$ cat config.mk
export PLATFORM = sky130hd
export DESIGN_NAME = software_timer_table_core_flat
export DESIGN_NICKNAME = d
export VERILOG_FILES = /design/src/hdl/stt_pkg.sv /design/src/hdl/stt_if.sv /design/src/hdl/stt_alu.sv /design/src/hdl/stt_store.sv /design/src/hdl/software_timer_table_core.sv /design/src/flat_wrapper.sv
export SDC_FILE = /design/constraint.sdc
export NUM_CORES = 2
export LEC_CHECK = 0
export ABC_AREA = 1
export BUFFER_PORTS_ARGS = -buffer_cell sky130_fd_sc_hd__buf_2
export CAP_MARGIN = 20
export CORE_MARGIN = 3
export CORE_UTILIZATION = 60
export DETAILED_ROUTE_END_ITERATION = 10
export PLACE_DENSITY = 0.79
export SLEW_MARGIN = 20
export SYNTH_ARGS = -nofsm -noshare
export SYNTH_HDL_FRONTEND = slang
export SYNTH_HIERARCHICAL = 1
export SYNTH_SLANG_ARGS = --single-unit
$ cat constraint.sdc
create_clock -name clock -period 12.02 [get_ports clock]
set_input_delay 2.404 -clock clock [delete_from_list [all_inputs] [get_ports clock]]
set_output_delay 2.404 -clock clock [all_outputs]
set_load 0.1 [all_outputs]
$ cat src/hdl/stt_pkg.sv
// ----------------------------------------------------------------------------
// Timer table package
// Shared widths, command and result codes, unit opcodes and word types.
// ----------------------------------------------------------------------------
package stt_pkg;

   localparam int TIME_W   = 48;
   localparam int PERIOD_W = 32;
   localparam int SLOT_W   = 4;
   localparam int CMD_W    = 2;
   localparam int KIND_W   = 2;

   // Up to this many fired words come out of one tick.
   localparam int FIRE_CNT_W = 5;
   localparam logic [FIRE_CNT_W-1:0] MAX_FIRE = 5'd16;

   localparam logic [CMD_W-1:0] CMD_ADD    = 2'd0;
   localparam logic [CMD_W-1:0] CMD_REMOVE = 2'd1;
   localparam logic [CMD_W-1:0] CMD_TICK   = 2'd2;

   localparam logic [KIND_W-1:0] KIND_ADD_ACK   = 2'd0;
   localparam logic [KIND_W-1:0] KIND_REMOVE    = 2'd1;
   localparam logic [KIND_W-1:0] KIND_FIRED     = 2'd2;
   localparam logic [KIND_W-1:0] KIND_TICK_NONE = 2'd3;

   // Opcodes of the shared arithmetic unit.
   localparam logic OP_GE  = 1'b0;
   localparam logic OP_ADD = 1'b1;

   typedef struct packed {
      logic [KIND_W-1:0] kind;
      logic [SLOT_W-1:0] slot;
      logic              ok;
      logic              last;
   } rsp_word_type;

   typedef struct packed {
      logic exp_en;
      logic per_en;
   } store_wr_type;

endpackage

$ cat src/hdl/stt_if.sv
// ----------------------------------------------------------------------------
// Timer table channels
// Valid/ready interfaces for the command channel and the result channel.
// ----------------------------------------------------------------------------
interface stt_req_if;
   logic                          valid;
   logic                          ready;
   logic [stt_pkg::CMD_W-1:0]     command;
   logic [stt_pkg::SLOT_W-1:0]    slot;
   logic [stt_pkg::TIME_W-1:0]    expiry_us;
   logic [stt_pkg::PERIOD_W-1:0]  reload_us;
   logic                          start_active;
   logic [stt_pkg::TIME_W-1:0]    now_us;

   modport source (output valid, command, slot, expiry_us, reload_us, start_active,
                   now_us, input ready);
   modport sink (input valid, command, slot, expiry_us, reload_us, start_active,
                 now_us, output ready);
endinterface

interface stt_rsp_if;
   logic                        valid;
   logic                        ready;
   logic [stt_pkg::KIND_W-1:0]  kind;
   logic [stt_pkg::SLOT_W-1:0]  fired_slot;
   logic                        ok;
   logic                        last;

   modport source (output valid, kind, fired_slot, ok, last, input ready);
   modport sink (input valid, kind, fired_slot, ok, last, output ready);
endinterface

$ cat src/hdl/stt_alu.sv
// ----------------------------------------------------------------------------
// Timer table arithmetic unit
// One shared 48-bit saturating adder and magnitude compare.
// ----------------------------------------------------------------------------
module stt_alu (
   input  logic                        op,
   input  logic [stt_pkg::TIME_W-1:0]  a,
   input  logic [stt_pkg::TIME_W-1:0]  b,
   output logic [stt_pkg::TIME_W-1:0]  res
);

   logic [stt_pkg::TIME_W:0] sum;

   assign sum = {1'b0, a} + {1'b0, b};

   always_comb begin
      case (op)
         stt_pkg::OP_ADD: begin
            // A carry out means the time passed the top of the range; clamp it.
            res = sum[stt_pkg::TIME_W] ? '1 : sum[stt_pkg::TIME_W-1:0];
         end
         stt_pkg::OP_GE: begin
            res = {{(stt_pkg::TIME_W-1){1'b0}}, (a >= b)};
         end
         default: begin
            res = '0;
         end
      endcase
   end

endmodule

$ cat src/hdl/stt_store.sv
// ----------------------------------------------------------------------------
// Timer table slot store
// Expiry and period memories with one write port and a registered read.
// ----------------------------------------------------------------------------
module stt_store #(
   parameter int DEPTH = 16,
   parameter int IW    = 4
) (
   input  logic                          clock,
   input  stt_pkg::store_wr_type         wr,
   input  logic [IW-1:0]                 wr_addr,
   input  logic [stt_pkg::TIME_W-1:0]    wr_exp,
   input  logic [stt_pkg::PERIOD_W-1:0]  wr_per,
   input  logic [IW-1:0]                 rd_addr,
   output logic [stt_pkg::TIME_W-1:0]    rd_exp_ff,
   output logic [stt_pkg::PERIOD_W-1:0]  rd_per_ff
);

   logic [stt_pkg::TIME_W-1:0]   expiry_mem_ff [DEPTH];
   logic [stt_pkg::PERIOD_W-1:0] period_mem_ff [DEPTH];

   always_ff @(posedge clock) begin
      if (wr.exp_en) begin
         expiry_mem_ff[wr_addr] <= wr_exp;
      end
      rd_exp_ff <= expiry_mem_ff[rd_addr];
   end

   always_ff @(posedge clock) begin
      if (wr.per_en) begin
         period_mem_ff[wr_addr] <= wr_per;
      end
      rd_per_ff <= period_mem_ff[rd_addr];
   end

endmodule

$ cat src/hdl/software_timer_table_core.sv
// Add and remove: the result word is registered in the response state, and ready
// returns with it. Tick: each slot is read (READ) and compared (CMP); a due periodic
// slot also passes ADD1 and CHK, plus ADD2 when its advanced expiry is still in the
// past, and DONE closes the scan; one compare/add unit and one memory read port set this.
// Reset clears the present and active marks; expiry and period memories hold
// nothing meaningful until a slot is added.
// ----------------------------------------------------------------------------
// Timer table core
// Slot table with add, remove and a tick scan that reports fired timers.
// ----------------------------------------------------------------------------
module software_timer_table_core #(
   parameter int SLOTS = 16
) (
   input  logic      clock,
   input  logic      reset,
   stt_req_if.sink   req,
   stt_rsp_if.source rsp
);

   localparam int IW = (SLOTS > 1) ? $clog2(SLOTS) : 1;
   localparam logic [IW-1:0] LAST_IDX = IW'(SLOTS - 1);
   localparam logic [8:0] SLOTS_LIM = 9'(SLOTS);

   localparam logic [2:0] ST_IDLE = 3'd0;
   localparam logic [2:0] ST_RESP = 3'd1;
   localparam logic [2:0] ST_READ = 3'd2;
   localparam logic [2:0] ST_CMP  = 3'd3;
   localparam logic [2:0] ST_ADD1 = 3'd4;
   localparam logic [2:0] ST_CHK  = 3'd5;
   localparam logic [2:0] ST_ADD2 = 3'd6;
   localparam logic [2:0] ST_DONE = 3'd7;

   logic [2:0]                        state_ff, state_in;
   logic [IW-1:0]                     idx_ff, idx_in;
   logic [stt_pkg::FIRE_CNT_W-1:0]    cnt_ff, cnt_in;
   logic [stt_pkg::TIME_W-1:0]        now_ff, now_in;
   logic [stt_pkg::TIME_W-1:0]        sum_ff, sum_in;
   logic [SLOTS-1:0]                  present_ff, present_in;
   logic [SLOTS-1:0]                  active_ff, active_in;
   logic                              pend_valid_ff, pend_valid_in;
   stt_pkg::rsp_word_type             pend_word_ff, pend_word_in;
   logic                              rsp_valid_ff, rsp_valid_in;
   stt_pkg::rsp_word_type             rsp_word_ff, rsp_word_in;

   logic                              out_free;
   logic                              in_range;
   logic [IW-1:0]                     slot_idx;
   logic                              due;
   logic                              scan_end;

   logic                              alu_op;
   logic [stt_pkg::TIME_W-1:0]        alu_a, alu_b, alu_res;

   stt_pkg::store_wr_type             wr;
   logic [IW-1:0]                     wr_addr;
   logic [stt_pkg::TIME_W-1:0]        wr_exp;
   logic [stt_pkg::TIME_W-1:0]        rd_exp;
   logic [stt_pkg::PERIOD_W-1:0]      rd_per;

   stt_alu u_alu (
      .op  (alu_op),
      .a   (alu_a),
      .b   (alu_b),
      .res (alu_res)
   );

   stt_store #(
      .DEPTH (SLOTS),
      .IW    (IW)
   ) u_store (
      .clock     (clock),
      .wr        (wr),
      .wr_addr   (wr_addr),
      .wr_exp    (wr_exp),
      .wr_per    (req.reload_us),
      .rd_addr   (idx_ff),
      .rd_exp_ff (rd_exp),
      .rd_per_ff (rd_per)
   );

   assign req.ready      = (state_ff == ST_IDLE);
   assign rsp.valid      = rsp_valid_ff;
   assign rsp.kind       = rsp_word_ff.kind;
   assign rsp.fired_slot = rsp_word_ff.slot;
   assign rsp.ok         = rsp_word_ff.ok;
   assign rsp.last       = rsp_word_ff.last;

   assign out_free = !rsp_valid_ff || rsp.ready;
   assign in_range = ({5'd0, req.slot} < SLOTS_LIM);
   assign slot_idx = IW'(req.slot);
   assign scan_end = (idx_ff == LAST_IDX);
   assign due      = present_ff[idx_ff] && active_ff[idx_ff] && alu_res[0];

   always_comb begin
      state_in      = state_ff;
      idx_in        = idx_ff;
      cnt_in        = cnt_ff;
      now_in        = now_ff;
      sum_in        = sum_ff;
      present_in    = present_ff;
      active_in     = active_ff;
      pend_valid_in = pend_valid_ff;
      pend_word_in  = pend_word_ff;
      rsp_valid_in  = rsp_valid_ff && !rsp.ready;
      rsp_word_in   = rsp_word_ff;
      alu_op        = stt_pkg::OP_GE;
      alu_a         = now_ff;
      alu_b         = rd_exp;
      wr            = '0;
      wr_addr       = idx_ff;
      wr_exp        = alu_res;

      case (state_ff)
         ST_IDLE: begin
            if (req.valid) begin
               case (req.command)
                  stt_pkg::CMD_ADD: begin
                     pend_word_in  = '{stt_pkg::KIND_ADD_ACK, req.slot, in_range, 1'b1};
                     pend_valid_in = 1'b1;
                     state_in      = ST_RESP;
                     if (in_range) begin
                        wr                   = '{exp_en: 1'b1, per_en: 1'b1};
                        wr_addr              = slot_idx;
                        wr_exp               = req.expiry_us;
                        present_in[slot_idx] = 1'b1;
                        active_in[slot_idx]  = req.start_active;
                     end
                  end
                  stt_pkg::CMD_REMOVE: begin
                     pend_word_in  = '{stt_pkg::KIND_REMOVE, req.slot,
                                       in_range && present_ff[slot_idx], 1'b1};
                     pend_valid_in = 1'b1;
                     state_in      = ST_RESP;
                     if (in_range) begin
                        present_in[slot_idx] = 1'b0;
                     end
                  end
                  stt_pkg::CMD_TICK: begin
                     now_in        = req.now_us;
                     idx_in        = '0;
                     cnt_in        = '0;
                     pend_valid_in = 1'b0;
                     state_in      = ST_READ;
                  end
                  default: begin
                     state_in = ST_IDLE;
                  end
               endcase
            end
         end
         ST_RESP: begin
            if (out_free) begin
               rsp_valid_in  = 1'b1;
               rsp_word_in   = pend_word_ff;
               pend_valid_in = 1'b0;
               state_in      = ST_IDLE;
            end
         end
         ST_READ: begin
            state_in = ST_CMP;
         end
         ST_CMP: begin
            if (!due) begin
               idx_in   = idx_ff + 1'b1;
               state_in = scan_end ? ST_DONE : ST_READ;
            end else if (!pend_valid_ff || out_free) begin
               // The previous fired word is not the last one; send it on.
               if (pend_valid_ff) begin
                  rsp_valid_in = 1'b1;
                  rsp_word_in  = pend_word_ff;
               end
               pend_word_in  = '{stt_pkg::KIND_FIRED, 4'(idx_ff), 1'b0, 1'b0};
               pend_valid_in = 1'b1;
               cnt_in        = cnt_ff + 1'b1;
               if (rd_per == '0) begin
                  active_in[idx_ff] = 1'b0;
                  idx_in            = idx_ff + 1'b1;
                  state_in = (scan_end || cnt_in == stt_pkg::MAX_FIRE) ? ST_DONE : ST_READ;
               end else begin
                  state_in = ST_ADD1;
               end
            end
         end
         ST_ADD1: begin
            alu_op   = stt_pkg::OP_ADD;
            alu_a    = rd_exp;
            alu_b    = {16'd0, rd_per};
            sum_in   = alu_res;
            state_in = ST_CHK;
         end
         ST_CHK: begin
            alu_a = sum_ff;
            alu_b = now_ff;
            if (alu_res[0]) begin
               wr.exp_en = 1'b1;
               wr_exp    = sum_ff;
               idx_in    = idx_ff + 1'b1;
               state_in  = (scan_end || cnt_ff == stt_pkg::MAX_FIRE) ? ST_DONE : ST_READ;
            end else begin
               state_in = ST_ADD2;
            end
         end
         ST_ADD2: begin
            alu_op    = stt_pkg::OP_ADD;
            alu_a     = now_ff;
            alu_b     = {16'd0, rd_per};
            wr.exp_en = 1'b1;
            idx_in    = idx_ff + 1'b1;
            state_in  = (scan_end || cnt_ff == stt_pkg::MAX_FIRE) ? ST_DONE : ST_READ;
         end
         ST_DONE: begin
            if (out_free) begin
               rsp_valid_in = 1'b1;
               if (pend_valid_ff) begin
                  rsp_word_in      = pend_word_ff;
                  rsp_word_in.last = 1'b1;
               end else begin
                  rsp_word_in = '{stt_pkg::KIND_TICK_NONE, 4'd0, 1'b0, 1'b1};
               end
               pend_valid_in = 1'b0;
               state_in      = ST_IDLE;
            end
         end
         default: begin
            state_in = ST_IDLE;
         end
      endcase
   end

   always_ff @(posedge clock) begin
      if (reset) begin
         state_ff      <= ST_IDLE;
         idx_ff        <= '0;
         cnt_ff        <= '0;
         present_ff    <= '0;
         active_ff     <= '0;
         pend_valid_ff <= 1'b0;
         rsp_valid_ff  <= 1'b0;
      end else begin
         state_ff      <= state_in;
         idx_ff        <= idx_in;
         cnt_ff        <= cnt_in;
         present_ff    <= present_in;
         active_ff     <= active_in;
         pend_valid_ff <= pend_valid_in;
         rsp_valid_ff  <= rsp_valid_in;
      end
   end

   always_ff @(posedge clock) begin
      now_ff       <= now_in;
      sum_ff       <= sum_in;
      pend_word_ff <= pend_word_in;
      rsp_word_ff  <= rsp_word_in;
   end

endmodule
$ cat src/flat_wrapper.sv
// flat-port wrapper written by rule: the top's interface ports become plain ports
module software_timer_table_core_flat 
#(
   parameter int SLOTS = 16
)
  (clock, reset, req_valid, req_command, req_slot, req_expiry_us, req_reload_us, req_start_active, req_now_us, req_ready, rsp_valid, rsp_kind, rsp_fired_slot, rsp_ok, rsp_last, rsp_ready);
  stt_req_if req_i ();
  stt_rsp_if rsp_i ();
  input  logic clock;
  input  logic reset;
  input wire logic [$bits(req_i.valid)-1:0] req_valid;
  input wire logic [$bits(req_i.command)-1:0] req_command;
  input wire logic [$bits(req_i.slot)-1:0] req_slot;
  input wire logic [$bits(req_i.expiry_us)-1:0] req_expiry_us;
  input wire logic [$bits(req_i.reload_us)-1:0] req_reload_us;
  input wire logic [$bits(req_i.start_active)-1:0] req_start_active;
  input wire logic [$bits(req_i.now_us)-1:0] req_now_us;
  output wire logic [$bits(req_i.ready)-1:0] req_ready;
  output wire logic [$bits(rsp_i.valid)-1:0] rsp_valid;
  output wire logic [$bits(rsp_i.kind)-1:0] rsp_kind;
  output wire logic [$bits(rsp_i.fired_slot)-1:0] rsp_fired_slot;
  output wire logic [$bits(rsp_i.ok)-1:0] rsp_ok;
  output wire logic [$bits(rsp_i.last)-1:0] rsp_last;
  input wire logic [$bits(rsp_i.ready)-1:0] rsp_ready;
  assign req_i.valid = req_valid;
  assign req_i.command = req_command;
  assign req_i.slot = req_slot;
  assign req_i.expiry_us = req_expiry_us;
  assign req_i.reload_us = req_reload_us;
  assign req_i.start_active = req_start_active;
  assign req_i.now_us = req_now_us;
  assign req_ready = req_i.ready;
  assign rsp_valid = rsp_i.valid;
  assign rsp_kind = rsp_i.kind;
  assign rsp_fired_slot = rsp_i.fired_slot;
  assign rsp_ok = rsp_i.ok;
  assign rsp_last = rsp_i.last;
  assign rsp_i.ready = rsp_ready;
  software_timer_table_core #(.SLOTS(SLOTS)) u_core (.clock(clock), .reset(reset), .req(req_i), .rsp(rsp_i));
endmodule
==> flow_metrics.py <==
metrics = {
    "cts": {
        "clk_path_buf_depth": 3,
        "clkLatencyLatePin_ns": 0.81,
        "numCtsBuffers": 153,
        "clk_pin_slew_ns": 0.06,
        "tritoncts": "built",
        "htree_levels": 4,
        "post_cts_buffers": 0,
        "clkSinkCount": 1518,
        "cts_resized": 0,
        "cts_root_buffer": "clkbuf_16",
        "hold_buffers": 0,
    },
    "global_route": {
        "antenna_found_initial": 13,
        "grt_pass1_wl_mm": 312,
        "overflow": 0,
        "grt_max_degree": 204,
        "grt_usage_pct": 34.0,
        "grt_pass1_vias": 51900,
    },
    "drt": {
        "wl_met3_mm": 21.5,
        "drc": 0,
        "wl_mm": 213,
        "initialDrtViolationCount": 7146,
        "wl_per_cell_um": 22.4,
        "dr.pass1.iters": 6,
        "wl_met2_mm": 98.4,
        "via_count": 54600,
        "ant_nets": 0,
        "met1_length_mm": 78.0,
        "viasPerCell": 5.76,
        "routed.top_layer": "met5",
    },
    "critical_path": {
        "worstPathArrival_ns": 9.30,
        "crit_type": "reg -> reg",
        "worstPathMaxFanout": 39,
        "slowest_delay_ns": 0.73,
        "end_kind": "flip-flop",
        "crit_path_start_kind": "flip-flop",
        "slowest_stage": "nor3_2",
        "required_ns": 12.43,
        "timing.critical_path.mode_cell": "nand2_1",
    },
    "synthesis": {
        "avgSynthCellArea_um2": 9.26,
        "syn_area_um2": 71600,
        "yosysWarnings": 6,
        "synth_top_area_share_pct": 58.4,
        "synthFlopType": "edfxtp_1",
        "synth_edf_count": 1392,
        "synthDistinctLibCells": 49,
        "synthTopCellsByArea": "edfxtp_1 58%, nand2_1 13%, nand3_1 7.6%",
        "synth-seq-cells": 1518,
        "syn_nets": 7974,
        "async_reset_ff_share_pct": 0,
        "netlist_instances": 7732,
        "netlist.top_cell.by_area": "edfxtp_1",
        "seq_area_frac_synth_pct": 61.9,
    },
    "placement": {
        "place_congestion": 1.00,
        "dp_hpwl_mm": 129,
        "io_buffers": 148,
    },
    "timing": {
        "setup_tns_ns": 0,
        "rsz0062_at_grt": "no",
        "worstMarginPinSlew_ns": 1.22,
        "period_share_pct": 74.0,
        "finalSetupViolations": 0,
        "fmax_ghz": 0.112,
        "timing.final.crit_period_ns": 8.89,
        "hold_viol": 0,
        "relSlewSlack_pct": 18.6,
        "skew_ns": 0.0317,
        "finalMaxSlewViolations": 0,
    },
    "layout": {
        "finalNetCount": 8048,
        "layout-drive-gt1-share_pct": 7.41,
        "layout_commonest_cell": "nand2_1",
        "layout_common_cells": "2,432 x nand2_1, 1,399 x inv_1, 1,392 x edfxtp_1, 1,081 x nand3_1, 238 x nor2_1",
        "utilization_pct": 66.9,
        "fill_cells": 8739,
        "syn2layout_area_growth_pct": 10.4,
    },
    "power": {
        "switchingPower_mw": 4.91,
        "cellLeakagePower_nw": 34.8,
        "ir_worst_vdd_mv": 0.168,
        "power.density_nw_per_um2": 184,
        "clkPwrFrac_pct": 32.9,
        "p_comb_share_pct": 25.3,
        "p_sw_share_pct": 33.7,
        "intPower_mw": 9.67,
        "p_seq_share_pct": 41.8,
    },
    "floorplan": {
        "rows": 126,
        "io_pins": 149,
        "start_util_pct": 60.6,
        "chipWidth_um": 352,
        "die-area_um2": 124000,
        "dieHeight_um": 352,
        "core-area_um2": 118000,
    },
    "status": {
        "status": "finished, final reports clean",
    },
    "job": {
        "cap_violations": 0,
    },
    "hold_path": {
        "hold_class": "reg -> reg",
    },
}
[worst paths after layout]
check        slack, ns                                            end  cells past startpoint                              from
max               3.13  u_core/u_store/expiry_mem_ff[7][33]$_DFFE_PP_                     29   u_core/state_ff[2]$_SDFFE_PP0P_
min               0.49               u_core/active_ff[1]$_SDFFE_PP0P_                      2  u_core/active_ff[1]$_SDFFE_PP0P_
min reg2reg       0.49               u_core/active_ff[1]$_SDFFE_PP0P_                      2  u_core/active_ff[1]$_SDFFE_PP0P_
max reg2reg       3.13  u_core/u_store/expiry_mem_ff[7][33]$_DFFE_PP_                     29   u_core/state_ff[2]$_SDFFE_PP0P_
[flip-flops by register name, summed over array words and instances (netlist names), 2 cells and up, named ones only]
name                          count
u_core/state_ff                   3
u_core/sum_ff                    48
u_core/u_store/period_mem_ff    512
u_core/pend_word_ff               8
u_core/active_ff                 16
u_core/u_store/expiry_mem_ff    768
u_core/u_store/rd_exp_ff         48
u_core/cnt_ff                     5
u_core/now_ff                    48
u_core/rsp.fired_slot             4
u_core/idx_ff                     4
u_core/u_store/rd_per_ff         32
u_core/rsp.kind                   2
[layout make-up]
| class | count | area [um2] | area share [%] |
|---|---|---|---|
| antenna | 10 | 25.0 | 0.0316 |
| clock buffer | 222 | 4370 | 5.52 |
| clock inverter | 61 | 758 | 0.959 |
| inverter | 1442 | 5440 | 6.87 |
| multi-input combinational | 4424 | 20500 | 25.9 |
| sequential | 1518 | 44300 | 56.0 |
| tap | 1536 | 1920 | 2.43 |
| timing repair buffer | 267 | 1750 | 2.21 |
[logic make-up after synthesis]
logic type                 count (synthesis)  synth area share, %
and+or+nand+nor                         3871                 22.5
buffers and inverters                   1790                 9.89
DFF                                     1518                 61.9
AOI/OAI and AO/OA                        416                 3.52
adders and majority gates                103                 1.81
xor gates and xnor gates                  34                0.416
[critical path: cells and delay by family (launching register included)]
kind                     cells  cell delay [ns]
AND/OR/NAND/NOR             15             3.75
adder cells (fa/ha/maj)      1             0.39
flip-flops                   1             0.45
AO/OA/AOI/OAI                1             0.27
buffers and inverters       12             3.56
[per-stage QoR]
step / std cells / worst slack [ns] / power (mW) / instance area [um2] / hold slack (ns)
2_1_floorplan: 7732 / 3.18 / 8.59 / 71600 / 0.452
3_3_place_gp: 9178 / 3.63 / 9.73 / 73800 / 0.464
3_5_place_dp: 9182 / 3.41 / 9.76 / 73900 / 0.477
4_1_cts: 9465 / 3.36 / 14.5 / 79000 / 0.492
5_1_grt: 9473 / 2.75 / 15.2 / 79100 / 0.512
6_report: 9480 / 3.13 / 14.6 / 79100 / 0.486
[layer usage]
| metal | up-vias | GRT usage [%] |
|---|---|---|
| li1 | 25100 | - |
| met1 | 25700 | 42.8 |
| met2 | 3271 | 54.4 |
| met3 | 628 | 6.11 |
| met4 | 2 | 22.1 |
| met5 | - | 0 |
[power groups by stage]
stage                     clock network, mW  logic (mW)  registers, mW
after floorplan                           0        2.45           6.14
after global placement                    0        3.53           6.20
after detailed placement                  0        3.57           6.20
after CTS                              4.84        3.60           6.09
after global routing                   5.06        4.00           6.10
final                                  4.80        3.69           6.09
[cells in the mapped netlist, types with 2 or more instances]
cell	n
nor4_1	4
inv_1	1401
inv_2	37
nor2_1	265
xor2_1	33
nand4_1	23
or2_2	5
nor2_4	3
a211oi_1	10
o21ai_0	101
edfxtp_1	1392
o221ai_1	32
clkinv_1	4
buf_1	32
buf_4	30
a32oi_1	12
ha_1	102
nor3_1	43
o21ai_1	22
buf_6	2
dfxtp_1	126
o22ai_1	10
o211ai_1	69
o21a_1	2
a311oi_1	2
buf_2	191
and2_1	2
nand2_1	2432
o21bai_1	5
clkbuf_1	93
nor2_2	7
a21oi_1	136
a22oi_1	8
nand3_1	1081
(Power assumes the default switching activity.)
